--- src/hw/rtl/blkg_ram.sv ---
// ============================================================================
// blkg_ram - generic single-port RAM
// One read, one write or both per cycle, registered read data, no reset on contents.
// ============================================================================
module blkg_ram #(
    parameter int WIDTH = 8,
    parameter int DEPTH = 256
) (
    input  logic                     clk,
    input  logic                     we,
    input  logic                     re,
    input  logic [$clog2(DEPTH)-1:0] addr,
    input  logic [WIDTH-1:0]         wdata,
    output logic [WIDTH-1:0]         rdata
);

    logic [WIDTH-1:0] mem [DEPTH];
    logic [WIDTH-1:0] rdata_reg;

    always_ff @(posedge clk)
    begin
        if (we)
        begin
            mem[addr] <= wdata;
        end
        if (re)
        begin
            rdata_reg <= mem[addr];
        end
    end

    assign rdata = rdata_reg;

endmodule

--- config.mk ---
export PLATFORM = sky130hd
export DESIGN_NAME = blkg_ram
export DESIGN_NICKNAME = d
export VERILOG_FILES = /design/src/hw/rtl/blkg_ram.sv
export SDC_FILE = /design/constraint.sdc
export NUM_CORES = 2
export LEC_CHECK = 0
export BUFFER_PORTS_ARGS = -buffer_cell sky130_fd_sc_hd__buf_2
export CAP_MARGIN = 10
export CORE_MARGIN = 4
export CORE_UTILIZATION = 50
export DETAILED_ROUTE_END_ITERATION = 10
export PLACE_DENSITY_LB_ADDON = 0.05
export SLEW_MARGIN = 0
export SYNTH_ARGS = -nofsm -noshare
export SYNTH_HDL_FRONTEND = slang
export SYNTH_SLANG_ARGS = --single-unit
--- constraint.sdc ---
create_clock -name clk -period 2.4 [get_ports clk]
set_input_delay 0.12 -clock clk [delete_from_list [all_inputs] [get_ports clk]]
set_output_delay 0.12 -clock clk [all_outputs]
set_load 0.1 [all_outputs]
Word-level counts from Yosys, hierarchy flattened
Memory sizes are Yosys's and may differ from the RTL's. A register that Yosys moved wholly into a read port is not among the register bits.
Index checks and enable logic that the tools add are counted.
{ "totals": {"regBits": 0, "mem_bits_rw": 2048, "out_inout_bits": 8, "wordCells": 3, "mem_count": 1} }
{ "mem_list": {"columns": ["memory", "words", "width", "read_ports", "rd_ports_with_merged_regs", "wr", "line", "text"], "rows": [
  ["mem", 256, 8, 1, 1, 1, "17", "logic [WIDTH-1:0] mem [DEPTH];"]
]} }
{ "op_classes": {"muxes": 2} }
{ "ops": {"columns": ["cell", "n"], "rows": [
  ["$mux 1", 2]
]} }

Depth between registers and ports, before layout
{ "depth": {"depth_word": 2, "mapped_depth": 10, "depth_no_buf": 5} }

Worst setup path after synthesis
No wires, ideal clock.
{ "synth_path": {"path_kind": "input port to flip-flop", "startpoint": "input addr[1]", "endpoint": "memory mem[111][0], enable pin", "setup_ns": 0.370, "t_arrival_ns": 1.969, "t_required_ns": 2.030, "slack_ns": 0.061, "cell_stages": 9, "cell_sequence": "buf_2 -> clkbuf_1 -> clkbuf_1 -> nand2_1 -> buf_2 -> nor2_1 -> nand2_1 -> clkbuf_1 -> nor2_1"} }
{ "synth_lines": {"columns": ["item", "line", "text"], "rows": [
  ["start: declaration", "12", "input logic [$clog2(DEPTH)-1:0] addr,"],
  ["end: declaration", "17", null]
]} }
Straight into the memory's write port.

==> reports/results.md <==
## Yosys
- sky130_fd_sc_hd__edfxtp_1 (79%), sky130_fd_sc_hd__mux4_2 (15%), sky130_fd_sc_hd__a22oi_1 (2.4%), sky130_fd_sc_hd__nor2_1 (1.1%), sky130_fd_sc_hd__a21oi_1 (0.82%) — cell types occupying the most area after synthesis
- 22.2 µm² — Post-Syn Area per Cell
- 3,547 — synthesized netlist cell count
- 0.786 — sequential area share after synthesis
- 3,566 — net count of the mapped netlist
- sky130_fd_sc_hd__edfxtp_1 (2,056), sky130_fd_sc_hd__mux4_2 (512), sky130_fd_sc_hd__a22oi_1 (256) — most frequent cells after synthesis
- 2,056 — post-synthesis register bit count
- sky130_fd_sc_hd__edfxtp_1 — library cell with the largest summed area after synthesis
- 2,056 — count of flip-flops with a built-in enable after synthesis
- 0 — warning count from the yosys run
- 0 — Async SR Flop Fraction
- sky130_fd_sc_hd__edfxtp_1 — top-count cell post-synth
- 0.0786 mm² — cell area after synthesis
- sky130_fd_sc_hd__edfxtp_1 — dominant synthesized flop cell
- 0.786 — fraction of synthesized cell area taken by the top area cell type
- 21 — number of library cell types mapped by synthesis

## Clock network
- 2,056 — number of clock sinks
- 3 — Longest Clk Path Bufs
- 0 — number of buffers added for setup after CTS
- 4 — number of levels in the clock H-tree
- 0.06 ns — CTS clock-pin slew for the worst setup and hold paths
- 0.82 ns — latest clock arrival within the worst-skew pair
- sky130_fd_sc_hd__clkbuf_16 — buffer cell driving the clock tree root
- 203 — number of buffers created by CTS
- built — TritonCTS clock tree

## Global routing
- 0.253 — GRT Overall Usage
- 295 mm — global-route wire length before repair
- 0 — grt ovf
- 6 — number of antenna violations at the first check in global routing
- 40,600 — vias in the first global route
- 85 — pin count of the biggest net entering global routing

## Power
- 802 mW/mm² — total power density per cell area
- 74.9 mW — Power Total
- 0.714 mV — IR drop worst, VDD
- 29.8 nW — static power due to leakage

## Min path
- 3 — number of cells on the worst hold path
- primary input to register — min-delay worst type

## Critical path
- register to register — classification of the worst setup path
- 0.52 ns — maximum cell stage delay along the critical path
- 6 — worst reg2reg path depth
- register — critical path launch point type
- sky130_fd_sc_hd__o41ai_4 — Critical-path top delay cell
- 2.93 ns — Data arrival, critical path
- 2.96 ns — Crit path required time
- 1 — critical path peak fanout
- mux4_2 > a22oi_2 > a21oi_2 > o41ai_4 > buf_4 > nand4_1 — critical path, cell by cell
- register — capturing element type of the critical path

## Run
- 0 — Max-Cap Viols

## Floorplanning
- 404 µm — die boundary height
- 0.164 mm² — total die area
- 0.156 mm² — standard cell core area
- 0.503 — Initial Util
- 27 — I/O pin cnt
- 404 µm — horizontal die dimension
- 145 — total number of placement rows

## Outcome
- completed — status

## Final layout
- 0.598 — share of the core filled with cells
- 4,220 — total number of nets in the final design
- 0.0934 mm² — final instance area
- 6,433 — Finished Layout Cells
- 18.8% — Syn-to-layout area delta
- 2,048 — flip-flop count of the largest register, all copies and words added
- 0.354 — fraction of layout instances using a drive strength above 1
- 11,100 — total of fill cells in the finished design

## STA
- 0 — Final setup violation count
- 0 — final hold violation count
- 0.984 — ratio of final minimum period to clock period
- 0.472 — Relative slew margins
- 0.0373 ns — setup slack of the critical path after layout
- 2.36 ns — minimum clock period after layout
- true — setup repair after global routing missed its margin
- 0.0184 ns — setup skew after layout
- 0 — number of max-slew violations in the final report
- 0.423 GHz — max frequency
- 0.793 ns — slew of the pin with the lowest slew margin

## Routing
- 6.17 — average via count per standard cell
- 0 — number of routed nets with antenna violations
- 204 mm — sum of routed wire length over all layers
- met5 — highest signal layer in the routed design
- 39,700 — total via count after detailed routing
- 0 — DR DRC count
- 4,571 — DRT iter0 DRCs
- 31.7 µm — average routed wire per standard cell
- 98.3 mm — wire length on met2
- 5 — number of detailed-route iterations in the first pass
- 16.3 mm — Routed met3 length
- 84.0 mm — detailed-route wire length on metal 1

## Place
- 0.836 — weighted congestion at the end of routability-driven global placement
- 6,046 — Post-Place Cells
- 0.0862 mm² — Post-Place Cell Area
- -1.21 ns — minimum setup slack after placement
- 133 mm — estimated wirelength of the detail-placed design
- 26 — count of input and output buffers

## cell usage in the layout, fill, tap and decap left out, types with 28 or more instances in the layout
master / count
sky130_fd_sc_hd__buf_12: 82
sky130_fd_sc_hd__clkbuf_16: 205
sky130_fd_sc_hd__a22oi_2: 32
sky130_fd_sc_hd__a21oi_1: 108
sky130_fd_sc_hd__nor2_1: 231
sky130_fd_sc_hd__nand2_1: 28
sky130_fd_sc_hd__a22oi_1: 224
sky130_fd_sc_hd__nor3_1: 30
sky130_fd_sc_hd__clkbuf_1: 48
sky130_fd_sc_hd__edfxtp_1: 2056
sky130_fd_sc_hd__mux4_2: 512
sky130_fd_sc_hd__buf_4: 564
sky130_fd_sc_hd__clkinv_1: 49
sky130_fd_sc_hd__clkinv_2: 38
## kinds of logic after synthesis
logic type,after synthesis,share of synthesized area
buffers and inverters,233,0.0140
muxes,512,0.147
AOI/OAI and AO/OA,416,0.0362
DFF,2056,0.786
and+or+nand+nor,330,0.0173
## critical path: cells and delay by family (launching register included)
| kind | cells | cell delay, ns |
|---|---|---|
| AND/OR/NAND/NOR | 1 | 0.08 |
| multiplexers | 1 | 0.50 |
| flip-flops | 1 | 0.37 |
| AO/OA/AOI/OAI | 3 | 0.95 |
| buffers and inverters | 1 | 0.20 |
## what timing repair did
item | CTS | global route
cloned | 0 | 0
setup endpoints to repair | 8 | 8
hold buffers | 9 | 0
endpoints found under the hold margin | 682 | 0
gates resized for setup | 53 | 36
pin swaps | 12 | 14
## path summary, 6_finish.rpt
kind | to | slack [ns] | from
max | rdata[3] | 0.04 | mem[31][3]
min | mem[157][5] | 0.08 | addr[2]
max reg2reg | rdata[3] | 0.04 | mem[31][3]
min reg2reg | rdata[1] | 1.17 | mem[244][1]
## power by group
| group | total, mW | internal (mW) | switching (mW) | leakage (nW) |
|---|---|---|---|---|
| sequential | 39.6 | 39.6 | 0.0543 | 18.5 |
| clock | 31.2 | 18.0 | 13.1 | 3.21 |
| combinational | 4.07 | 1.58 | 2.49 | 8.15 |
| total | 74.9 | 59.2 | 15.7 | 29.8 |
## area by class of cell
cell class	count	area [µm²]	area share
inverter	1	3.75	0.0000402
sequential	2056	61700	0.661
antenna	1	2.50	0.0000268
tap	2058	2570	0.0276
timing repair buffer	681	6200	0.0664
clock buffer	253	5310	0.0569
clock inverter	125	1240	0.0133
multi-input combinational	1258	16300	0.175
## layer usage
metal / up-vias / global-route usage
met2: 1718 / 0.400
met3: 283 / 0.0479
li1: 16400 / -
met1: 21300 / 0.370
met4: 6 / 0.0654
met5: - / 0
## through the flow
| stage | hold slack, ns | setup TNS (ns) |
|---|---|---|
| finish | 0.0807 | 0 |
| floorplan | 0.219 | 0 |
| global route | 0.0673 | -0.0456 |
| global placement | 0.568 | -77.86 |
| CTS | 0.0109 | -0.0289 |
| detailed placement | 0.573 | -97.34 |
No activity file was read; power rests on OpenSTA's default activity.
