--- src/hw/rtl/blkg_pkg.sv ---
// ============================================================================
// blkg_pkg - shared definitions for the boot latch / memory / keypad glue
// Operation codes, port and flag numbers, memory sizes and the structs that
// travel between the glue submodules.
// ============================================================================
package blkg_pkg;

    // Memory sizes (bytes) and derived address widths
    localparam int RAM_BYTES = 4096;
    localparam int ROM_BYTES = 512;
    localparam int RAM_AW    = $clog2(RAM_BYTES);
    localparam int ROM_AW    = $clog2(ROM_BYTES);

    // Operation codes
    localparam logic [3:0] OP_READ    = 4'd0;
    localparam logic [3:0] OP_WRITE   = 4'd1;
    localparam logic [3:0] OP_LOAD    = 4'd2;
    localparam logic [3:0] OP_OUTPUT  = 4'd3;
    localparam logic [3:0] OP_FLAG    = 4'd4;
    localparam logic [3:0] OP_KEY_DN  = 4'd5;
    localparam logic [3:0] OP_KEY_UP  = 4'd6;
    localparam logic [3:0] OP_MONITOR = 4'd7;
    localparam logic [3:0] OP_RESET   = 4'd8;

    // Output ports and external flags
    localparam logic [2:0] PORT_KEY_COLUMN = 3'd2;
    localparam logic [2:0] PORT_BOOT_CLEAR = 3'd4;
    localparam logic [2:0] FLAG_KEYPAD     = 3'd3;
    localparam logic [2:0] FLAG_MONITOR    = 3'd4;

    localparam logic [7:0] BYTE_UNMAPPED       = 8'hFF;
    localparam logic [7:0] MONITOR_PULSE_RESET = 8'd40;

    // Read data source
    localparam logic [1:0] SRC_NONE = 2'd0;
    localparam logic [1:0] SRC_RAM  = 2'd1;
    localparam logic [1:0] SRC_ROM  = 2'd2;

    typedef struct packed {
        logic [3:0]  operation;
        logic [15:0] address;
        logic [7:0]  data;
        logic [2:0]  port_number;
        logic [2:0]  flag_number;
        logic [3:0]  key_index;
    } item_t;

    typedef struct packed {
        logic              ram_we;
        logic              ram_re;
        logic [RAM_AW-1:0] ram_addr;
        logic              rom_we;
        logic              rom_re;
        logic [ROM_AW-1:0] rom_addr;
        logic [1:0]        src;
    } mem_ctl_t;

endpackage

--- src/hw/rtl/blkg_state.sv ---
// ============================================================================
// blkg_state - latch, keypad and monitor pulse state
// Boot latch, keypad column, key bitmap, monitor pulse counter and the
// pulse length register; answers flag queries.
// ============================================================================
module blkg_state (
    input  logic            clk,
    input  logic            rst_n,
    input  logic            accept,
    input  blkg_pkg::item_t item,
    input  logic            cfg_we,
    input  logic [7:0]      cfg_data,
    output logic            boot_latch,
    output logic            flag_level
);
    import blkg_pkg::*;

    logic        boot_latch_reg, boot_latch_next;
    logic [3:0]  key_column_reg, key_column_next;
    logic [15:0] keys_down_reg, keys_down_next;
    logic [7:0]  monitor_count_reg, monitor_count_next;
    logic [7:0]  pulse_queries_reg, pulse_queries_next;
    logic [15:0] key_bit;

    assign key_bit = 16'b1 << item.key_index;

    always_comb
    begin
        boot_latch_next    = boot_latch_reg;
        key_column_next    = key_column_reg;
        keys_down_next     = keys_down_reg;
        monitor_count_next = monitor_count_reg;
        pulse_queries_next = cfg_we ? cfg_data : pulse_queries_reg;
        flag_level         = 1'b1;
        case (item.flag_number)
            FLAG_KEYPAD:  flag_level = ~keys_down_reg[key_column_reg];
            FLAG_MONITOR: flag_level = (monitor_count_reg != 8'd0);
            default:      flag_level = 1'b1;
        endcase
        if (accept)
        begin
            case (item.operation)
                OP_OUTPUT:
                begin
                    if (item.port_number == PORT_KEY_COLUMN)
                    begin
                        key_column_next = item.data[3:0];
                    end
                    else if (item.port_number == PORT_BOOT_CLEAR)
                    begin
                        boot_latch_next = 1'b0;
                    end
                end
                OP_FLAG:
                begin
                    if (item.flag_number == FLAG_MONITOR && monitor_count_reg != 8'd0)
                    begin
                        monitor_count_next = monitor_count_reg - 8'd1;
                    end
                end
                OP_KEY_DN: keys_down_next = keys_down_reg | key_bit;
                OP_KEY_UP: keys_down_next = keys_down_reg & ~key_bit;
                OP_MONITOR:
                begin
                    monitor_count_next = pulse_queries_reg;
                    boot_latch_next    = 1'b1;
                end
                OP_RESET:  boot_latch_next = 1'b1;
                default:   boot_latch_next = boot_latch_reg;
            endcase
        end
    end

    always_ff @(posedge clk or negedge rst_n)
    begin
        if (!rst_n)
        begin
            boot_latch_reg    <= 1'b1;
            key_column_reg    <= 4'd0;
            keys_down_reg     <= 16'd0;
            monitor_count_reg <= 8'd0;
            pulse_queries_reg <= MONITOR_PULSE_RESET;
        end
        else
        begin
            boot_latch_reg    <= boot_latch_next;
            key_column_reg    <= key_column_next;
            keys_down_reg     <= keys_down_next;
            monitor_count_reg <= monitor_count_next;
            pulse_queries_reg <= pulse_queries_next;
        end
    end

    assign boot_latch = boot_latch_reg;

    a_reset_sets_latch: assert property (@(posedge clk) disable iff (!rst_n)
        (accept && (item.operation == OP_RESET || item.operation == OP_MONITOR))
        |=> boot_latch_reg)
        else $error("boot latch not set by reset or monitor key");

    a_port4_clears_latch: assert property (@(posedge clk) disable iff (!rst_n)
        (accept && item.operation == OP_OUTPUT && item.port_number == PORT_BOOT_CLEAR)
        |=> !boot_latch_reg)
        else $error("boot latch not cleared by output port 4");

    a_pulse_decrements: assert property (@(posedge clk) disable iff (!rst_n)
        (accept && item.operation == OP_FLAG && item.flag_number == FLAG_MONITOR
         && monitor_count_reg != 8'd0)
        |=> monitor_count_reg == $past(monitor_count_reg) - 8'd1)
        else $error("monitor pulse count did not step down by one");

endmodule

--- config.mk ---
export PLATFORM = sky130hd
export DESIGN_NAME = blkg_state
export DESIGN_NICKNAME = d
export VERILOG_FILES = /design/src/hw/rtl/blkg_pkg.sv /design/src/hw/rtl/blkg_state.sv
export SDC_FILE = /design/constraint.sdc
export NUM_CORES = 1
export LEC_CHECK = 0
export BUFFER_PORTS_ARGS = -buffer_cell sky130_fd_sc_hd__buf_4
export CELL_PAD_IN_SITES_DETAIL_PLACEMENT = 0
export CELL_PAD_IN_SITES_GLOBAL_PLACEMENT = 1
export CORE_AREA = 2 2 72 74
export CTS_CLUSTER_DIAMETER = 200
export DETAILED_ROUTE_END_ITERATION = 8
export DIE_AREA = 0 0 74 76
export PLACE_DENSITY_LB_ADDON = 0.3
export SLEW_MARGIN = 25
export SYNTH_ARGS = -nofsm -noshare
export SYNTH_HDL_FRONTEND = slang
export SYNTH_SLANG_ARGS = --single-unit
--- constraint.sdc ---
create_clock -name clk -period 2.5 [get_ports clk]
set_input_delay 0.5 -clock clk [delete_from_list [all_inputs] [get_ports clk]]
set_output_delay 0.5 -clock clk [all_outputs]
set_load 0.01 [all_outputs]
**Word-level counts from Yosys, hierarchy flattened**

Index checks and enable logic that the tools add are counted.

- Register bits after elaboration: 37
- Input bits: 50
- Output and inout bits: 2
- Word-level logic and storage cells: 44

- Add/sub/neg operators: 1
- $lt $le $gt $ge: 1
- Equality and inequality tests: 13
- Shift-type cells: 1
- Muxes and demuxes: 9
- Bitwise gates (word level): 4
- Reduce and logical (&&, ||, !) cells: 10

Operators by type and width:

| operator | count |
|---|---|
| $pmux 16 s2 | 1 |
| $and 16x16->16 | 1 |
| $eq 4x3->1 const B | 4 |
| $not 16->16 | 1 |
| $or 16x16->16 | 1 |
| $pmux 8 s2 | 1 |
| $shl 1x4->16 const A | 1 |
| $mux 8 | 1 |
| $reduce_bool 8->1 | 1 |
| $sub 8x1->8 const B | 1 |
| $eq 3x2->1 const B | 2 |
| $eq 3x3->1 const B | 2 |
| $ne 2x2->1 const B | 3 |
| $reduce_and 3->1 | 2 |
| $reduce_bool 2->1 | 3 |
| $lt 4x5->1 const B | 1 |
| $bmux 1 s4 | 1 |
| $eq 4x2->1 const B | 1 |
| $eq 4x4->1 const B | 1 |
| $pmux 1 s2 | 2 |
| $reduce_and 4->1 | 1 |
| $mux 1 | 3 |
| $reduce_and 2->1 | 1 |
| $reduce_or 2->1 | 1 |
| 2 further kinds | 2 |

**Longest topological paths before layout**

Gate-level depths: netlist (run 1).

- Depth in word-level cells: 4
- Gate-level depth with buffers: 6
- Depth with buffers taken out: 6

**Worst setup path before layout (run 1)**

OpenSTA, ideal clock, no wires.

- Kind: flip-flop to output port
- Start point: register key_column_reg[0]
- End point: output flag_level
- Arrival: 1.411 ns
- Data required time: 2.000 ns
- Path slack: 0.589 ns
- Cell stages (with the launch flop): 5
- Buffers on the path: 0
- Path through: dfrtp_1 mux4_2 mux2i_1 nor4_1 nor3_1

- Longest elaborated chain between the ends: 4

Ends and longest elaborated chain:

| element | line | source |
|---|---|---|
| start, declared | blkg_state.sv:19 | `logic [3:0] key_column_reg, key_column_next;` |
| start signal, assigned | blkg_state.sv:87 | `key_column_reg <= key_column_next;` |
| $bmux 1 s4 | blkg_state.sv:36 | `FLAG_KEYPAD: flag_level = ~keys_down_reg[key_column_reg];` |
| $mux 1 (not written as such) | blkg_state.sv:36 |  |
| $not 1->1 | blkg_state.sv:36 |  |
| $pmux 1 s2 | blkg_state.sv:35 | `case (item.flag_number)` |
| end, declared | blkg_state.sv:14 | `output logic flag_level` |

Every way passes these cells. The select of a mux whose other input is x is not followed.

**Worst setup path after layout (run 1)**

Ends and elaborated chain as after synthesis.

==> results of run 1 <==
-- per-layer routing --
| layer | wire length, um | GRT usage, % | vias to the layer above | part of all wire, % |
|---|---|---|---|---|
| li1 | - | - | 753 | - |
| met1 | 2200 | 26.8 | 802 | 47 |
| met2 | 2270 | 27.2 | 41 | 48 |
| met3 | 198 | 3.70 | 4 | 4.2 |
| met4 | 41 | 4.73 | 0 | 0.87 |
| met5 | 0 | 0 | - | 0 |
-- cells in the mapped netlist (all sizes together) (2+ instances only) --
| cell type | instances | area (sq um) |
|---|---|---|
| buf | 2 | 18.8 |
| mux2 | 29 | 327 |
| nand3 | 6 | 30.0 |
| nor3b | 4 | 30.0 |
| nand4 | 2 | 12.5 |
| clkbuf | 6 | 23.8 |
| nand4b | 2 | 17.5 |
| ha | 2 | 25.0 |
| a21oi | 9 | 56.3 |
| nor3 | 3 | 15.0 |
| nor4b | 3 | 38.8 |
| nor2b | 2 | 12.5 |
| mux4 | 3 | 67.6 |
| a211oi | 3 | 22.5 |
| and3b | 2 | 17.5 |
| nand2 | 15 | 56.3 |
| dfrtp | 34 | 851 |
| nor2 | 6 | 22.5 |
| nor4 | 5 | 52.6 |
| a2bb2oi | 3 | 26.3 |
| inv | 5 | 18.8 |
| o21ai | 11 | 55.1 |
| nand2b | 2 | 12.5 |
| dfstp | 3 | 78.8 |
| or3b | 2 | 20.0 |
| mux2i | 3 | 30.0 |
| o22ai | 3 | 18.8 |
-- cell type report --
class / count / area, sq um / area share (%)
repair buffers: 31 / 233 / 9.32
well taps: 70 / 87.6 / 3.51
flip-flops and latches: 37 / 931 / 37.3
clock inverters: 1 / 5.00 / 0.201
clock buffers: 7 / 96.3 / 3.86
multi-input cells: 135 / 1120 / 45.1
inverters: 5 / 18.8 / 0.752
-- power breakdown --
group | internal (mW) | switching, mW | leakage (nW) | total (mW)
Combinational | 0.183 | 0.161 | 0.533 | 0.344
Sequential | 0.699 | 0.0840 | 0.465 | 0.783
Clock | 0.249 | 0.210 | 0.0542 | 0.460
Total | 1.13 | 0.455 | 1.05 | 1.59
-- stage by stage --
step	hold WS (ps)	setup slack (ps)	utilization [%]	instance area, sq um
2_1_floorplan	204	589	-	2120
3_3_place_gp	485	344	48.7	2390
3_5_place_dp	493	314	48.7	2390
4_1_cts	179	73.9	50.8	2500
5_1_grt	191	19.3	50.8	2500
6_report	156	73.3	50.8	2500
-- repair_timing --
item / 4_1_cts / 5_1_grt
hold buffers: 0 / 0
setup endpoints to repair: 1 / 0
gates resized for setup: 1 / 0
-- worst max-delay path, stage by stage, from the launching register on --
cell	delay (ps)
dfrtp_2	450
mux4_2	520
mux2i_1	210
nor4_1	80
nor3_1	220
buf_4	160
-- cells by family (layout without fill, tap and decap cells) --
kind of cell             after synthesis  in the layout  synth area share, %
multiplexers                          35             35                 20.0
adder cells (fa/ha/maj)                2              2                 1.18
buffers and inverters                 13             44                 2.90
AO/OA/AOI/OAI                         37             37                 12.2
XOR/XNOR                               1              1                0.769
flip-flops                            37             37                 43.9
AND/OR/NAND/NOR                       60             60                 19.0
-- worst paths after layout --
path | slack, ps | endpoint | cells after the start
setup / recovery | 70 | flag_level | 5
hold / removal | 160 | monitor_count_reg[6]$_DFFE_PN0P_ | 1
setup reg to reg | 540 | monitor_count_reg[0]$_DFFE_PN0P_ | 6
hold reg to reg | 510 | flip-flop | 1
max in group asynchronous | 1970 | key_column_reg[0]$_DFFE_PN0P_ | 1
min in group clk | 450 | pulse_queries_reg[1]$_DFFE_PN0P_ | 2
==> impl_metrics.ini, run 1 <==
[status]
status = finished clean

[synth]
synth.distinct_cells = 49
yosys_warnings = 0
syn_avg_cell_area_sq_um = 11.4
yosys_register_bits = 37
seq_area_frac_synth_pct = 43.9
async_flop_share_pct = 100
synth-edff-count = 0
syn-num-nets = 237
synth_ff_type = dfrtp_1
syn_inst = 185
netlist_area_sq_um = 2120

[placement]
dp_hpwl_mm = 3.45
dpl.cell_count = 278
io_buffers = 31
place.gp.congestion = 0.783

[timing]
tightest_slew_ps = 695
fin_worst_skew_ps = 6.34
hold_viol_final = 0
final-setup-viol-count = 0
finalSetupTns_ps = 0
maxSlewHeadroom_pct = 53.3
max_freq_ghz = 0.412
fin_crit_ps = 2430
final_max_slew_viol_count = 0
fin_crit_sh_pct = 97.1
rsz0062_at_grt = false

[global_route]
grt_pass1_vias = 1639
grt-ovfl-total = 0
grt_use_total_pct = 18.2
grt_max_degree = 38
antenna_found_initial = 0
grt_pass1_wl_mm = 7.97

[final_layout]
layout_common_cells = dfrtp_1, buf_4, mux2_2
drive_gt1_share_pct = 40.3
diodes = 0
fillers = 453
layout_commonest_cell = dfrtp_1
area_delta_synth_final_pct = 18.0
layout.cells.non_filler = 286
layout.nets = 267

[routing]
drtPass1Iterations = 4
wl_per_cell_um = 16.5
via_count = 1600
first_iter_violations = 140
via_per_inst = 5.59
antenna_left = 0
wl_mm = 4.71
drc = 0

[pwr]
vdd_ir_drop_max_mv = 0.332
power_density_nw_per_um2 = 636
p_leak_nw = 1.05
p_total_mw = 1.59

[critical_path]
reg2reg_from = monitor_count_reg[0]$_DFFE_PN0P_
startpoint = key_column_reg[0]$_DFFE_PN0P_
cp_max_fo = 6
critical_path_class = reg -> out
cp_data_arrival_time_ps = 1930
cp.required_ps = 2000
critPathCaptureType = output port
crit_path_start_kind = flip-flop

[cts]
clock_latency_ps = 290
cts_tree = built
cts_buffers = 5
postCtsSetupBuffers = 0
cts_root_buf = clkbuf_8
clock_path_buffers = 2
cts.clk_slew.worst_paths_ps = 80
clock-sinks = 37
cts.htree.levels = 2

[run]
cap_viol_max_count = 0

[die]
dieWidth_um = 74
pin_count = 52
dieArea_sq_um = 5620
rows = 26
start_util_pct = 43.1
dieHeight_um = 76
core-area_sq_um = 4910

[hold_path]
hold_path_class = in -> async
Note: power is estimated with default switching activity, not from simulation.
==> run 2, diff against run 1 <==
Settings changed: ABC_AREA from default to 1, CORE_AREA 2 2 72 74 to 2 2 75 77, DIE_AREA 0 0 74 76 to 0 0 77 79, PLACE_DENSITY from default to 0.87, PLACE_DENSITY_LB_ADDON 0.3 to default.
==> run 2 against run 1 <==
Clock skew decreased by 3.7 ps; via count increased by 15%; cell area increased by 0.45%; core utilization decreased by 3.8 points; sequential power decreased by 3.4%; area after synthesis decreased by 1.4%; register-to-register slack improved by 550 ps; combinational power increased by 16%; clock-buffer cell count unchanged; die area increased by 8.2%; critical path depth increased by 2; final cell count increased by 36%; critical path type unchanged; highest routed layer unchanged.
==> impl_metrics.ini, run 2 <==
[status]
status = finished clean

[final_layout]
drive_gt1_share_pct = 19.6
layout_common_cells = nand2_1, dfrtp_1, buf_4
layout_commonest_cell = nand2_1
layout.nets = 368
layout.cells.non_filler = 389
diodes = 0
postLayoutCellArea_sq_um = 2510
area_delta_synth_final_pct = 20.1
final_util_pct = 47.0

[timing]
fin_crit_sh_pct = 83.5
fin_worst_skew_ps = 2.63
final-setup-viol-count = 0
fin_crit_ps = 2090
tightest_slew_ps = 651
whs_ps = 169
max_freq_ghz = 0.479
finalSetupTns_ps = 0
rsz0062_at_grt = false
maxSlewHeadroom_pct = 56.5
hold_viol_final = 0
final_max_slew_viol_count = 0

[routing]
wl_mm = 4.46
wl_met2_mm = 2.00
via_count = 1836
drc = 0
wl_per_cell_um = 11.5
first_iter_violations = 79
wl_met3_um = 167
via_per_inst = 4.72
antenna_left = 0
drtPass1Iterations = 4
top_layer = met4
wl_met1_mm = 2.25

[cts]
cts.htree.levels = 2
cts_root_buf = clkbuf_8
cts_resized = 0
cts_hold_buffers = 0
clock_path_buffers = 2
clock-sinks = 37
cts_tree = built
cts_buffers = 5
clock_latency_ps = 280
cts.clk_slew.worst_paths_ps = 70
postCtsSetupBuffers = 0

[die]
dieWidth_um = 77
start_util_pct = 39.1
dieHeight_um = 79
dieArea_sq_um = 6080
rows = 27
pin_count = 52
core-area_sq_um = 5340

[global_route]
grt_use_total_pct = 15.6
grt_pass1_wl_mm = 7.58
grt_pass1_vias = 1681
grt-ovfl-total = 0
grt_max_degree = 38
antenna_found_initial = 0

[synth]
yosys_warnings = 0
synth_common_cells = nand2_1, dfrtp_1, inv_1
synth_area_leader_cell = dfrtp_1
synth.distinct_cells = 25
syn-num-nets = 334
synth_ff_type = dfrtp_1
synth-edff-count = 0
yosys_register_bits = 37
synth_most_common_cell = nand2_1
ys_top_cells_by_area = dfrtp_1, nand2_1, nand3_1
async_flop_share_pct = 100
netlist_area_sq_um = 2090
synth_top_area_share_pct = 40.8
syn_avg_cell_area_sq_um = 7.40
seq_area_frac_synth_pct = 44.5
syn_inst = 282

[critical_path]
crit_top_cell = nand2_1
critPathTopFamily = flip-flops
cp_max_fo = 4
critical_path_class = reg -> out
cp.required_ps = 2000
reg2reg_slack_ps = 1090
cp_slowest_stage_delay_ps = 380
cp_data_arrival_time_ps = 1590
crit_path_top_delay_cell = dfrtp_1
reg2reg_from = monitor_count_reg[0]$_DFFE_PN0P_
critPathCaptureType = output port
crit_chain = inv_1 > ha_1 > nand2_1 > o21ai_2 > o21a_1 > nand2_1 > buf_4
crit_buf_inv = 2
r2r_cells = 8
crit_path_start_kind = flip-flop
r2r-end = monitor_count_reg[3]$_DFFE_PN0P_

[placement]
placed_area_sq_um = 2390
dp_hpwl_mm = 3.39
place.gp.congestion = 0.819
dpl.cell_count = 381
io_buffers = 31

[pwr]
p_leak_nw = 1.21
power_density_nw_per_um2 = 673
vdd_ir_drop_max_mv = 0.233

[run]
cap_viol_max_count = 0

[hold_path]
hold_path_class = in -> async
==> run 2: cell types whose count changed after synthesis, sizes merged, moves of 5 or more <==
| cell | before | now |
|---|---|---|
| o21ai | 11 | 37 |
| inv | 5 | 33 |
| clkbuf | 6 | 1 |
| mux2 | 29 | 4 |
| nor4 | 5 | 0 |
| nor3 | 3 | 10 |
| nor2 | 6 | 20 |
| nand2 | 15 | 98 |
| nand3 | 6 | 28 |
| a21oi | 9 | 4 |
==> run 2: power by group <==
group          internal [mW]  switching [mW]
clock                  0.325           0.209
combinational          0.167           0.231
sequential             0.691          0.0654
==> run 2: cell type report <==
cell class	count	area [sq um]
timing repair buffer	31	233
sequential	37	930
tap	72	90.1
clock buffer	7	86.3
fill	556	2830
inverter	33	124
multi-input combinational	208	1010
clock inverter	1	30.0
==> run 2: routing by layer <==
layer / up-vias / track usage [%]
met2: 38 / 24.6
met1: 813 / 21.5
met5: - / 0
met4: 0 / 5.36
li1: 981 / -
met3: 4 / 2.95
==> run 2: cells by family after synthesis <==
group	count (synthesis)	share of synthesized area [%]
muxes	4	2.16
and+or+nand+nor	157	33.3
AOI/OAI and AO/OA	45	11.9
buffers and inverters	37	6.83
DFF	37	44.5
adders and majority gates	2	1.20
==> run 2: worst max path at each step <==
stage / start / to / cells past startpoint
final: monitor_count_reg[0]$_DFFE_PN0P_ / flag_level / 7
after global routing: monitor_count_reg[0]$_DFFE_PN0P_ / flag_level / 7
after CTS: monitor_count_reg[0]$_DFFE_PN0P_ / flag_level / 7
after detailed placement: item[5] / flag_level / 6
after global placement: item[5] / flag_level / 6
after floorplan: item[5] / flag_level / 4
==> run 2: metrics by stage <==
stage	worst slack (ps)	total power, mW
5_1_grt	266	1.80
4_1_cts	373	1.70
3_5_place_dp	591	1.17
2_1_floorplan	885	1.04
6_report	414	1.69
3_3_place_gp	565	1.16
==> run 2: worst register-to-register path, stage by stage (launching register included) <==
cell and delay (ps):
dfrtp_1 380, inv_1 120, ha_1 160, nand2_1 70, o21ai_2 220, nand2_1 100
nand2_2 150, nand2_1 60, o21ai_1 70
