==> src/hw/rtl/blkg_pkg.sv <==
// ============================================================================
// blkg_pkg - shared definitions for the boot latch / memory / keypad glue
// Operation codes, port and flag numbers, memory sizes and the structs that
// travel between the glue submodules.
// ============================================================================
package blkg_pkg;

    // Memory sizes (bytes) and derived address widths
    localparam int RAM_BYTES = 4096;
    localparam int ROM_BYTES = 512;
    localparam int RAM_AW    = $clog2(RAM_BYTES);
    localparam int ROM_AW    = $clog2(ROM_BYTES);

    // Operation codes
    localparam logic [3:0] OP_READ    = 4'd0;
    localparam logic [3:0] OP_WRITE   = 4'd1;
    localparam logic [3:0] OP_LOAD    = 4'd2;
    localparam logic [3:0] OP_OUTPUT  = 4'd3;
    localparam logic [3:0] OP_FLAG    = 4'd4;
    localparam logic [3:0] OP_KEY_DN  = 4'd5;
    localparam logic [3:0] OP_KEY_UP  = 4'd6;
    localparam logic [3:0] OP_MONITOR = 4'd7;
    localparam logic [3:0] OP_RESET   = 4'd8;

    // Output ports and external flags
    localparam logic [2:0] PORT_KEY_COLUMN = 3'd2;
    localparam logic [2:0] PORT_BOOT_CLEAR = 3'd4;
    localparam logic [2:0] FLAG_KEYPAD     = 3'd3;
    localparam logic [2:0] FLAG_MONITOR    = 3'd4;

    localparam logic [7:0] BYTE_UNMAPPED       = 8'hFF;
    localparam logic [7:0] MONITOR_PULSE_RESET = 8'd40;

    // Read data source
    localparam logic [1:0] SRC_NONE = 2'd0;
    localparam logic [1:0] SRC_RAM  = 2'd1;
    localparam logic [1:0] SRC_ROM  = 2'd2;

    typedef struct packed {
        logic [3:0]  operation;
        logic [15:0] address;
        logic [7:0]  data;
        logic [2:0]  port_number;
        logic [2:0]  flag_number;
        logic [3:0]  key_index;
    } item_t;

    typedef struct packed {
        logic              ram_we;
        logic              ram_re;
        logic [RAM_AW-1:0] ram_addr;
        logic              rom_we;
        logic              rom_re;
        logic [ROM_AW-1:0] rom_addr;
        logic [1:0]        src;
    } mem_ctl_t;

endpackage

==> src/hw/rtl/blkg_map.sv <==
// ============================================================================
// blkg_map - memory map decode
// Turns an accepted transaction and the boot latch into RAM/ROM strobes,
// addresses and the read data source.
// ============================================================================
module blkg_map (
    input  logic             accept,
    input  blkg_pkg::item_t  item,
    input  logic             boot_latch,
    output blkg_pkg::mem_ctl_t ctl
);
    import blkg_pkg::*;

    logic [11:0] off12;
    logic [11:0] hi12;
    logic        low;
    logic        ram_ok;
    logic        rom_low_ok;
    logic        rom_high_ok;
    logic        rom_load_ok;

    assign off12       = item.address[11:0];
    assign hi12        = {3'b000, item.address[8:0]};
    assign low         = ~item.address[15];
    assign ram_ok      = {1'b0, off12} < 13'(RAM_BYTES);
    assign rom_low_ok  = {1'b0, off12} < 13'(ROM_BYTES);
    assign rom_high_ok = {1'b0, hi12} < 13'(ROM_BYTES);
    assign rom_load_ok = {1'b0, item.address[14:0]} < 16'(ROM_BYTES);

    always_comb
    begin
        ctl          = '0;
        ctl.src      = SRC_NONE;
        ctl.ram_addr = off12[RAM_AW-1:0];
        ctl.rom_addr = off12[ROM_AW-1:0];
        case (item.operation)
            OP_READ:
            begin
                if (low && !boot_latch)
                begin
                    if (ram_ok)
                    begin
                        ctl.ram_re = accept;
                        ctl.src    = SRC_RAM;
                    end
                end
                else if (low)
                begin
                    if (rom_low_ok)
                    begin
                        ctl.rom_re = accept;
                        ctl.src    = SRC_ROM;
                    end
                end
                else if (rom_high_ok)
                begin
                    ctl.rom_re   = accept;
                    ctl.rom_addr = hi12[ROM_AW-1:0];
                    ctl.src      = SRC_ROM;
                end
            end
            OP_WRITE, OP_LOAD:
            begin
                if (low)
                begin
                    ctl.ram_we = accept && ram_ok;
                end
                else if (item.operation == OP_LOAD && rom_load_ok)
                begin
                    ctl.rom_we   = accept;
                    ctl.rom_addr = item.address[ROM_AW-1:0];
                end
            end
            default:
            begin
                ctl.src = SRC_NONE;
            end
        endcase
    end

endmodule

==> config.mk <==
export PLATFORM = sky130hd
export DESIGN_NAME = blkg_map
export DESIGN_NICKNAME = d
export VERILOG_FILES = /design/src/hw/rtl/blkg_pkg.sv /design/src/hw/rtl/blkg_map.sv
export SDC_FILE = /design/constraint.sdc
export NUM_CORES = 1
export LEC_CHECK = 0
export BUFFER_PORTS_ARGS = -buffer_cell sky130_fd_sc_hd__buf_2
export CAP_MARGIN = 20
export CORE_AREA = 3 3 40 42
export DETAILED_ROUTE_END_ITERATION = 6
export DIE_AREA = 0 0 43 45
export GPL_ROUTABILITY_DRIVEN = 0
export PLACE_DENSITY_LB_ADDON = 0.05
export SLEW_MARGIN = 20
export SYNTH_ARGS = -nofsm -noshare
export SYNTH_HDL_FRONTEND = slang
export SYNTH_SLANG_ARGS = --single-unit
==> constraint.sdc <==
create_clock -name vclk -period 1.1
set_input_delay 0.11 -clock vclk [all_inputs]
set_output_delay 0.11 -clock vclk [all_outputs]
set_load 0.005 [all_outputs]
After elaboration in Yosys (flattened, before gate mapping)
Index checks and enable logic that the tools add are counted.
- memory bits (writable): 0
- memories: 0
- bits in read-only memories: 0
- bits of input ports: 40
- bits in latches: 0
- register bits: 0
- output and inout port bits: 27
- div/mod/pow operators: 0
- equality and inequality tests: 2
- $mul: 0
- multiplexer cells: 18
- $lt $le $gt $ge: 3
- bitwise logic cells: 1
- add/subtract/negate cells: 0
- reduce and logical (&&, ||, !) cells: 5
- shift-type cells: 0
- operator list (cell ; count):
    two-way mux 9 bit ; 2
    less-than comparator 15 x 10 -> 1 bit, second input constant ; 1
    less-than comparator 12 x 10 -> 1 bit, second input constant ; 1
    two-way mux 12 bit ; 1
    less-than comparator 9 x 10 -> 1 bit, second input constant ; 1
    two-way mux 1 bit ; 10
    two-way mux 10 bit ; 1
    two-way mux 2 bit ; 4
    == test 4 x 1 -> 1 bit, second input constant ; 1
    == test 4 x 2 -> 1 bit, second input constant ; 1
    zero test 4 bit ; 1
    logical AND 1 bit ; 2
    OR reduction 2 bit ; 1
    zero test 1 bit ; 1
    NOT 1 bit ; 1

Longest topological paths before layout
Gate-level depths: netlist of run 1.
- depth after elaboration: 5
- depth in mapped cells: 2

Worst setup path before layout of run 1
Ideal clock, no wire load.
- path kind: input to output
- from: input port item[29] in the netlist's numbering
- to: output port ctl[12] in the netlist's numbering
- cell stages on the path: 2
- data arrival time: 0.891 ns
- required time: 0.990 ns
- path slack: 0.099 ns
- path buffers: 0
- cells stage by stage: or3_2 > nor4_1
- RTL lines (what ; line ; text):
    from (decl) ; blkg_map.sv:8 ; input blkg_pkg::item_t item,
    to (decl) ; blkg_map.sv:10 ; output blkg_pkg::mem_ctl_t ctl

==> metrics.yaml, run 1 <==
hp-start: "item[18]"
grt_remaining_overflow: 0
setup_ws_ns: -0.0916
core_sq_mm: 0.00128
syn_nets: 76
grt_pass1_wl_mm: 1.09
seqPwrFrac_pct: 0
dp.cells: 56
num_io_pins: 67
routed-via-count: 240
drive_gt1_share_pct: 90.5
finalCriticalPeriod_ns: 1.19
grt_use_total_pct: 6.88
critPathSlowestCell: "or4_4"
die_h_um: 45
violations: "negative setup slack"
arrival_ns: 1.08
p_leak_nw: 0.176
crit_required_ns: 0.99
areaGrowthSynthToFinish_pct: 30.0
fin_crit_sh_pct: 108
syn_area_sq_um: 272
fin_cells: 57
p_int_mw: 0.0545
yosysSeqAreaShare_pct: 0
setup_viol: 5
synth_cell_types: 13
crit_fanout: 4
grt_max_degree: 6
diodes: 0
cp_top_family: "simple AND/OR/NAND/NOR gates"
slowest_delay_ns: 0.58
fp-row-count: 13
die_area_sq_mm: 0.00194
multi_input_area_sq_um: 160
port_buffers: 22
grt_pass1_vias: 250
cp.depth: 4
cp-end-kind: "output pin"
synth.most_common_cell: "buf_4"
total_power_mw: 0.0945
hold_slack_ns: 0.220
worst_setup_path_start_kind: "input pin"
worstSetupEndpoint: "ctl[25]"
wirelength_um: 697
antenna_found_initial: 0
fin_nets: 84
drtIter0Drc: 1
n_sequential_cell: 0
synth_cells: 36
initial_core_util_pct: 21.1
worstHoldPathType: "input pin to output pin"
path_class: "input pin to output pin"
synth_top_area_cell: "buf_4"
combinationalPowerShare_pct: 100.0
hold_buffers: 0
slew_viol_final: 0
first_pass_iters: 2
post-route-drc-count: 0
drv_cap: 0
relSlewSlack_pct: 87.3
clockPowerShare_pct: 0
synth_common_cells: "21 x buf_4, 2 x inv_1, 2 x nor3_1, 2 x nor4_1"
crit_start: "item[35]"
via_per_inst: 4.21
fin_util_pct: 27.5
switching_share_pct: 42.4
chipWidth_um: 43
wl_per_cell_um: 12.2
nFillCells: 154
critPathBufInv: 2
worst_pin_slew_ns: 0.189
clockBufferCount: 0
max-vdd-ir-drop_mv: 0.0681
synth_area_leaders: "buf_4 58%, or4b_4 5.1%, a211oi_2 4.6%"
power_switching_mw: 0.0400
status: "complete, but fails checks"
avgSynthCellArea_sq_um: 7.54
synth_top_area_share_pct: 58.1
synth-warning-count: 0
crit_path_cell_trace: "buf_6 -> or4_4 -> nor4_4 -> buf_2"
antenna_left: 0
finalHoldViolations: 0
p_per_area_mw_per_mm2: 268
dp_hpwl_um: 588
rsz0062_at_grt: "true"
seq_area_sq_um: 0
max_freq_ghz: 0.839
per-layer routing:
metal	vias up	global-route usage [%]	share of wire, %
met3	8	0.797	14
met1	100	8.10	34
met5	-	0	0
met2	17	12.6	49
li1	115	-	-
met4	0	3.01	2.9
metrics by stage:
stage	worst slack, ns	area (sq um)	setup TNS (ns)
after CTS	-0.126	323	-0.377
after global placement	-0.135	273	-0.425
final	-0.0916	353	-0.282
after floorplan	0.0991	272	0
after global routing	-0.129	353	-0.470
after detailed placement	-0.129	273	-0.471
worst min-delay path by stage:
stage                     cells after the start  endpoint  slack (ns)
final                                         0   ctl[13]        0.22
after global routing                          0    ctl[4]        0.22
after CTS                                     0   ctl[17]        0.22
after detailed placement                      0   ctl[17]        0.22
after global placement                        0   ctl[17]        0.22
after floorplan                               1    ctl[0]        0.25
power by group through the flow:
| stage | combinational, mW | sequential (mW) | clock, mW |
|---|---|---|---|
| final | 0.0945 | 0 | 0 |
| after global routing | 0.103 | 0 | 0 |
| after CTS | 0.0861 | 0 | 0 |
| after detailed placement | 0.0710 | 0 | 0 |
| after global placement | 0.0697 | 0 | 0 |
| after floorplan | 0.0801 | 0 | 0 |
repair_timing:
action,4_1_cts,5_1_grt
endpoints found under the setup margin,6,5
pin swaps,3,2
buffers inserted,1,0
endpoints found under the hold margin,0,0
resized for setup,8,5
cells by family after synthesis:
| group | share of synthesized area, % |
|---|---|
| buffers and inverters | 60.8 |
| xor gates and xnor gates | 3.23 |
| AOI/OAI and AO/OA | 6.45 |
| and+or+nand+nor | 29.5 |
final cells by class:
cell class,instances,share of cell area [%]
tap,15,5.32
timing repair buffer,27,47.2
multi-input combinational,13,45.4
inverter,2,2.13
cells in the final DEF (no fill, tap or decap), drive strengths merged:
cell type	synthesis	routed
nor4	2	2
or3	1	1
or4b	2	2
nor3	2	2
inv	2	2
a211oi	1	1
a21oi	1	1
or4	1	1
or3b	1	1
nand2b	1	1
xnor2	1	1
buf	21	27
Power figures use the tool's default switching activity.
==> run 2, diff against run 1 <==
--- a/config.mk
+++ b/config.mk
@@ -5,6 +5,7 @@
 export SDC_FILE = /design/constraint.sdc
 export NUM_CORES = 1
 export LEC_CHECK = 0
+export ABC_AREA = 1
 export BUFFER_PORTS_ARGS = -buffer_cell sky130_fd_sc_hd__buf_2
 export CAP_MARGIN = 20
 export CORE_AREA = 3 3 40 42
==> run 2 against run 1 <==
Against the previous run:
- the flow now finishes without violations
- count of clock-buffer cells in the layout unchanged
- combinational power down 36%
- non-clock buffer count down 5
- critical path type unchanged
- first-iteration DRC count up 100%
- cell count up 12%
- sequential share of layout area unchanged
- setup slack better by 0.30 ns
==> metrics.yaml, run 2 <==
status: "complete, no violations"
fin_nets: 91  # +8.3%
switching_share_pct: 51.0  # +8.6 points
post-route-drc-count: 0  # unchanged
die_h_um: 45  # unchanged
p_int_mw: 0.0298  # -45%
placed_area_sq_um: 254  # -6.9%
max-vdd-ir-drop_mv: 0.0456  # -33%
fin_crit_sh_pct: 80.7  # -28 points
avgSynthCellArea_sq_um: 5.89  # -22%
clockBufferCount: 0  # unchanged
grt_pass1_wl_um: 903  # -17%
layout_commonest_cell: "buf_2"
worstHoldPathType: "input pin to output pin"
max_freq_ghz: 1.13  # +34%
nFillCells: 166  # +7.8%
wirelength_um: 624  # -10%
initial_core_util_pct: 22.0  # +0.88 points
dp_hpwl_um: 584  # -0.65%
hold_slack_ns: 0.220  # -0.00000100 ns
final_cell_mix: "22 x buf_2, 6 x nor2_1, 6 x inv_1, 5 x nand2_1"
path_class: "input pin to output pin"
relSlewSlack_pct: 88.9  # +1.6 points
syn_area_sq_um: 283  # +4.1%
stdcell_area_sq_um: 254  # -28%
worst_setup_path_start_kind: "input pin"
wl_per_cell_um: 9.75  # -20%
arrival_ns: 0.78  # -0.30 ns
antenna_found_initial: 0  # unchanged
grt_pass1_vias: 235  # -6.0%
rsz0062_at_grt: "false"
tns_ns: 0  # +0.282 ns
slew_viol_final: 0  # unchanged
synthMuxAreaShare_pct: 0  # unchanged
syn_nets: 88  # +16%
core_sq_mm: 0.00128  # unchanged
crit_fanout: 3  # -1
fp-row-count: 13  # unchanged
synth_top_family_by_area: "buffers and inverters"
diodes: 0  # unchanged
port_buffers: 22  # unchanged
drtIter0Drc: 2  # +1
n_sequential_cell: 0  # unchanged
synth_top_area_share_pct: 55.8  # -2.3 points
setup_ws_ns: 0.212  # +0.304 ns
synth_compound_area_share_pct: 1.77  # -4.7 points
power_switching_mw: 0.0310  # -23%
finalCriticalPeriod_ns: 0.888  # -0.304 ns
post_cts_buffers: 0  # -1
crit_start: "item[33]"
first_pass_iters: 4  # +2
critPathSlowestCell: "nor3_1"
slowest_delay_ns: 0.17  # -0.41 ns
worst_pin_slew_ns: 0.165  # -0.0236 ns
dp.cells: 64  # +14%
p_per_area_mw_per_mm2: 239  # -11%
crit_required_ns: 0.99  # about the same
synth_top_area_cell: "buf_4"
antenna_left: 0  # unchanged
seq_area_sq_um: 0  # unchanged
routed-via-count: 240  # unchanged
worstSetupEndpoint: "ctl[25]"
seqPwrFrac_pct: 0  # unchanged
setup_viol: 0  # -5
hold_buffers: 0  # unchanged
post_cts_resized: 0  # -8
p_leak_nw: 0.160  # -9.2%
synth_area_leaders: "buf_4 56%, inv_1 8.0%, nor2_1 8.0%"
synth_cells: 48  # +33%
drv_cap: 0  # unchanged
synthAdderAreaFrac_pct: 0  # unchanged
yosysSeqAreaShare_pct: 0  # unchanged
multi_input_area_sq_um: 103  # -36%
synth_common_cells: "21 x buf_4, 6 x inv_1, 6 x nor2_1"
die_area_sq_mm: 0.00194  # unchanged
holdPathStages: 0  # unchanged
cp.depth: 5  # +1
areaGrowthSynthToFinish_pct: -10.2
grt_use_total_pct: 5.72  # -1.2 points
clockPowerShare_pct: 0  # unchanged
drive_gt1_share_pct: 53.1  # -37 points
grt_remaining_overflow: 0  # unchanged
crit_path_cell_trace: "buf_2 -> nor2_1 -> inv_1 -> nor3_1 -> buf_2"
synthXorXnorAreaFrac_pct: 0  # -3.2 points
finalHoldViolations: 0  # unchanged
post-place-ws_ns: 0.198  # +0.327 ns
via_per_inst: 3.75  # -11%
synth_cell_types: 11  # -2
cp-end-kind: "output pin"
synth.most_common_cell: "buf_4"
crit_top_cell: "buf_2"
synth-warning-count: 0  # unchanged
grt_max_degree: 5  # -1
combinationalPowerShare_pct: 100.0  # about the same
hp-start: "item[26]"
chipWidth_um: 43  # unchanged
fin_cells: 64  # +12%
critPathBufInv: 3  # +1
synthSimpleGateAreaFrac_pct: 34.5  # +5.0 points
num_io_pins: 67  # unchanged
cp_top_family: "buffers and inverters"
## run 2: cell count changes after synthesis, moves of 2 or more
| cell | delta |
|---|---|
| nor2_1 | +6 |
| nor2_2 | +2 |
| nor4_1 | -2 |
| nand2_1 | +5 |
| nand3_1 | +2 |
| inv_1 | +4 |
## run 2: worst min-delay path by stage
stage,to
5_1_grt,ctl[18]
6_report,ctl[10]
3_3_place_gp,ctl[5]
3_5_place_dp,ctl[5]
4_1_cts,ctl[5]
2_1_floorplan,ctl[10]
## run 2: per-stage QoR
step                      total power [mW]  utilization, %
after floorplan                     0.0836               -
after global placement              0.0613            19.8
after detailed placement            0.0621            19.8
after CTS                           0.0624            19.8
after global routing                0.0698            19.8
final                               0.0608            19.8
## run 2: cell type report
type	count	share of cell area, %
multi-input combinational	21	40.4
inverter	6	8.87
tap	15	7.39
timing repair buffer	22	43.3
## run 2: layer usage
metal / global-route usage, % / share of wire (%) / up-vias / wire [um]
met1: 5.24 / 32 / 95 / 197
met4: 3.61 / 1.4 / 0 / 9
li1: - / - / 126 / -
met2: 11.4 / 45 / 17 / 282
met3: 1.20 / 22 / 2 / 135
met5: 0 / 0 / - / 0
## run 2: cell families after synthesis
group | after synthesis
AOI/OAI and AO/OA | 1
buffers and inverters | 27
and+or+nand+nor | 20
## run 2: power groups by stage
stage                     registers (mW)  logic, mW  clock network, mW
after floorplan                        0     0.0836                  0
after global placement                 0     0.0613                  0
after detailed placement               0     0.0621                  0
after CTS                              0     0.0624                  0
after global routing                   0     0.0698                  0
final                                  0     0.0608                  0
==> run 3, diff against run 2 <==
==> constraint.sdc (replaced) <==
create_clock -name vclk -period 0.9
set_input_delay 0.09 -clock vclk [all_inputs]
set_output_delay 0.09 -clock vclk [all_outputs]
set_load 0.005 [all_outputs]
==> run 3 against run 2 <==
Against the previous run:
- non-clock buffer count is the same
- setup slack lost 0.15 ns
- sequential cell count is the same
- worst hold slack lost 0.040 ns
- cell count is the same
- global-route usage is the same
- final area grew 7.9%
- power grew 36%
- combinational power grew 36%
- die area is the same
- wire length grew 4.8%
- utilization grew 1.6 points
- largest cell class unchanged
==> metrics.yaml, run 3 (synthesized netlist as in run 2, its figures left out) <==
holdPathStages: 0  # unchanged
arrival_ns: 0.75  # -0.03 ns
num_io_pins: 67  # unchanged
setup_viol: 0  # unchanged
whs_endpoint: "ctl[10]"
path_class: "input pin to output pin"
crit_fanout: 3  # unchanged
switching_share_pct: 48.6  # -2.3 points
max-vdd-ir-drop_mv: 0.0615  # +35%
rsz0062_at_grt: "true"
grt_pass1_wl_um: 903  # unchanged
post_cts_buffers: 0  # unchanged
diodes: 0  # unchanged
first_pass_iters: 2  # -2
worstHoldPathType: "input pin to output pin"
p_per_area_mw_per_mm2: 301  # +26%
n_sequential_cell: 0  # unchanged
routed-via-count: 247  # +2.9%
port_buffers: 22  # unchanged
fp-row-count: 13  # unchanged
cp-end-kind: "output pin"
final_cell_mix: "20 x buf_2, 6 x inv_1, 5 x nor2_1, 5 x nand2_1, 3 x nor2_2"
relSlewSlack_pct: 90.2  # +1.2 points
hp-start: "item[26]"
total_power_mw: 0.0825  # +36%
drtIter0Drc: 2  # unchanged
seqPwrFrac_pct: 0  # unchanged
layout_commonest_cell: "buf_2"
fin_crit_sh_pct: 93.6
hold_buffers: 0  # unchanged
initial_core_util_pct: 22.0  # unchanged
die_h_um: 45  # unchanged
p_leak_nw: 0.165  # +3.1%
tns_ns: 0  # unchanged
grt_max_degree: 5  # unchanged
antenna_found_initial: 0  # unchanged
grt_use_total_pct: 5.72  # unchanged
fin_util_pct: 21.3  # +1.6 points
crit_required_ns: 0.81  # -0.18 ns
via_per_inst: 3.86  # +2.9%
chipWidth_um: 43  # unchanged
post_cts_resized: 0  # unchanged
drv_cap: 0  # unchanged
worst_setup_path_start_kind: "input pin"
finalCriticalPeriod_ns: 0.842
clockBufferCount: 0  # unchanged
combinationalPowerShare_pct: 100.0  # about the same
core_sq_mm: 0.00128  # unchanged
status: "complete, no violations"
clockPowerShare_pct: 0  # unchanged
post-route-drc-count: 0  # unchanged
dp_hpwl_um: 584  # unchanged
seq_area_sq_um: 0  # unchanged
wl_per_cell_um: 10.2  # +4.8%
drive_gt1_share_pct: 57.1  # +4.1 points
p_int_mw: 0.0424  # +42%
fin_nets: 91  # unchanged
grt_remaining_overflow: 0  # unchanged
finalHoldViolations: 0  # unchanged
max_freq_ghz: 1.19
worst_pin_slew_ns: 0.146  # -0.0187 ns
grt_pass1_vias: 235  # unchanged
power_switching_mw: 0.0402  # +30%
antenna_left: 0  # unchanged
die_area_sq_mm: 0.00194  # unchanged
areaGrowthSynthToFinish_pct: -3.10
slew_viol_final: 0  # unchanged
wirelength_um: 654  # +4.8%
## run 3: worst max-delay path by stage
| stage | startpoint | endpoint |
|---|---|---|
| after floorplan | item[33] | ctl[25] |
| after global routing | item[37] | ctl[11] |
| after global placement | item[37] | ctl[11] |
| final | item[34] | ctl[11] |
| after CTS | item[37] | ctl[11] |
| after detailed placement | item[37] | ctl[11] |
## run 3: cell type report
type                       instances  area, sq um
fill                             167         1010
multi-input combinational         21          110
tap                               15         18.8
inverter                           6         22.5
timing repair buffer              22          123
## run 3: worst max-delay path, stage by stage
cell	delay, ns
buf_2	0.11
nor2_1	0.12
nand2_2	0.09
nor2_2	0.08
nand2_1	0.07
nor2_2	0.07
buf_2	0.11
## run 3: layer usage
layer,vias up,GRT usage [%],wire length [um],share of wire (%)
met5,-,0,0,0
met4,0,3.61,9,1.4
met3,2,1.20,131,20
met2,17,11.4,314,48
met1,102,5.24,198,30
li1,126,-,-,-
## run 3: power by group through the flow
stage          Clock [mW]  Combinational [mW]  Sequential, mW
2_1_floorplan           0               0.102               0
3_3_place_gp            0              0.0749               0
3_5_place_dp            0              0.0759               0
4_1_cts                 0              0.0762               0
5_1_grt                 0              0.0937               0
6_report                0              0.0825               0
## run 3: per-stage QoR
step / setup slack, ns / cell area, sq um / std cells / hold WS (ns)
after global placement: 0.0414 / 254 / 64 / 0.180
after CTS: 0.0360 / 254 / 64 / 0.180
final: 0.0578 / 274 / 64 / 0.180
after detailed placement: 0.0382 / 254 / 64 / 0.180
after global routing: -0.0117 / 274 / 64 / 0.180
after floorplan: 0.315 / 283 / 48 / 0.261
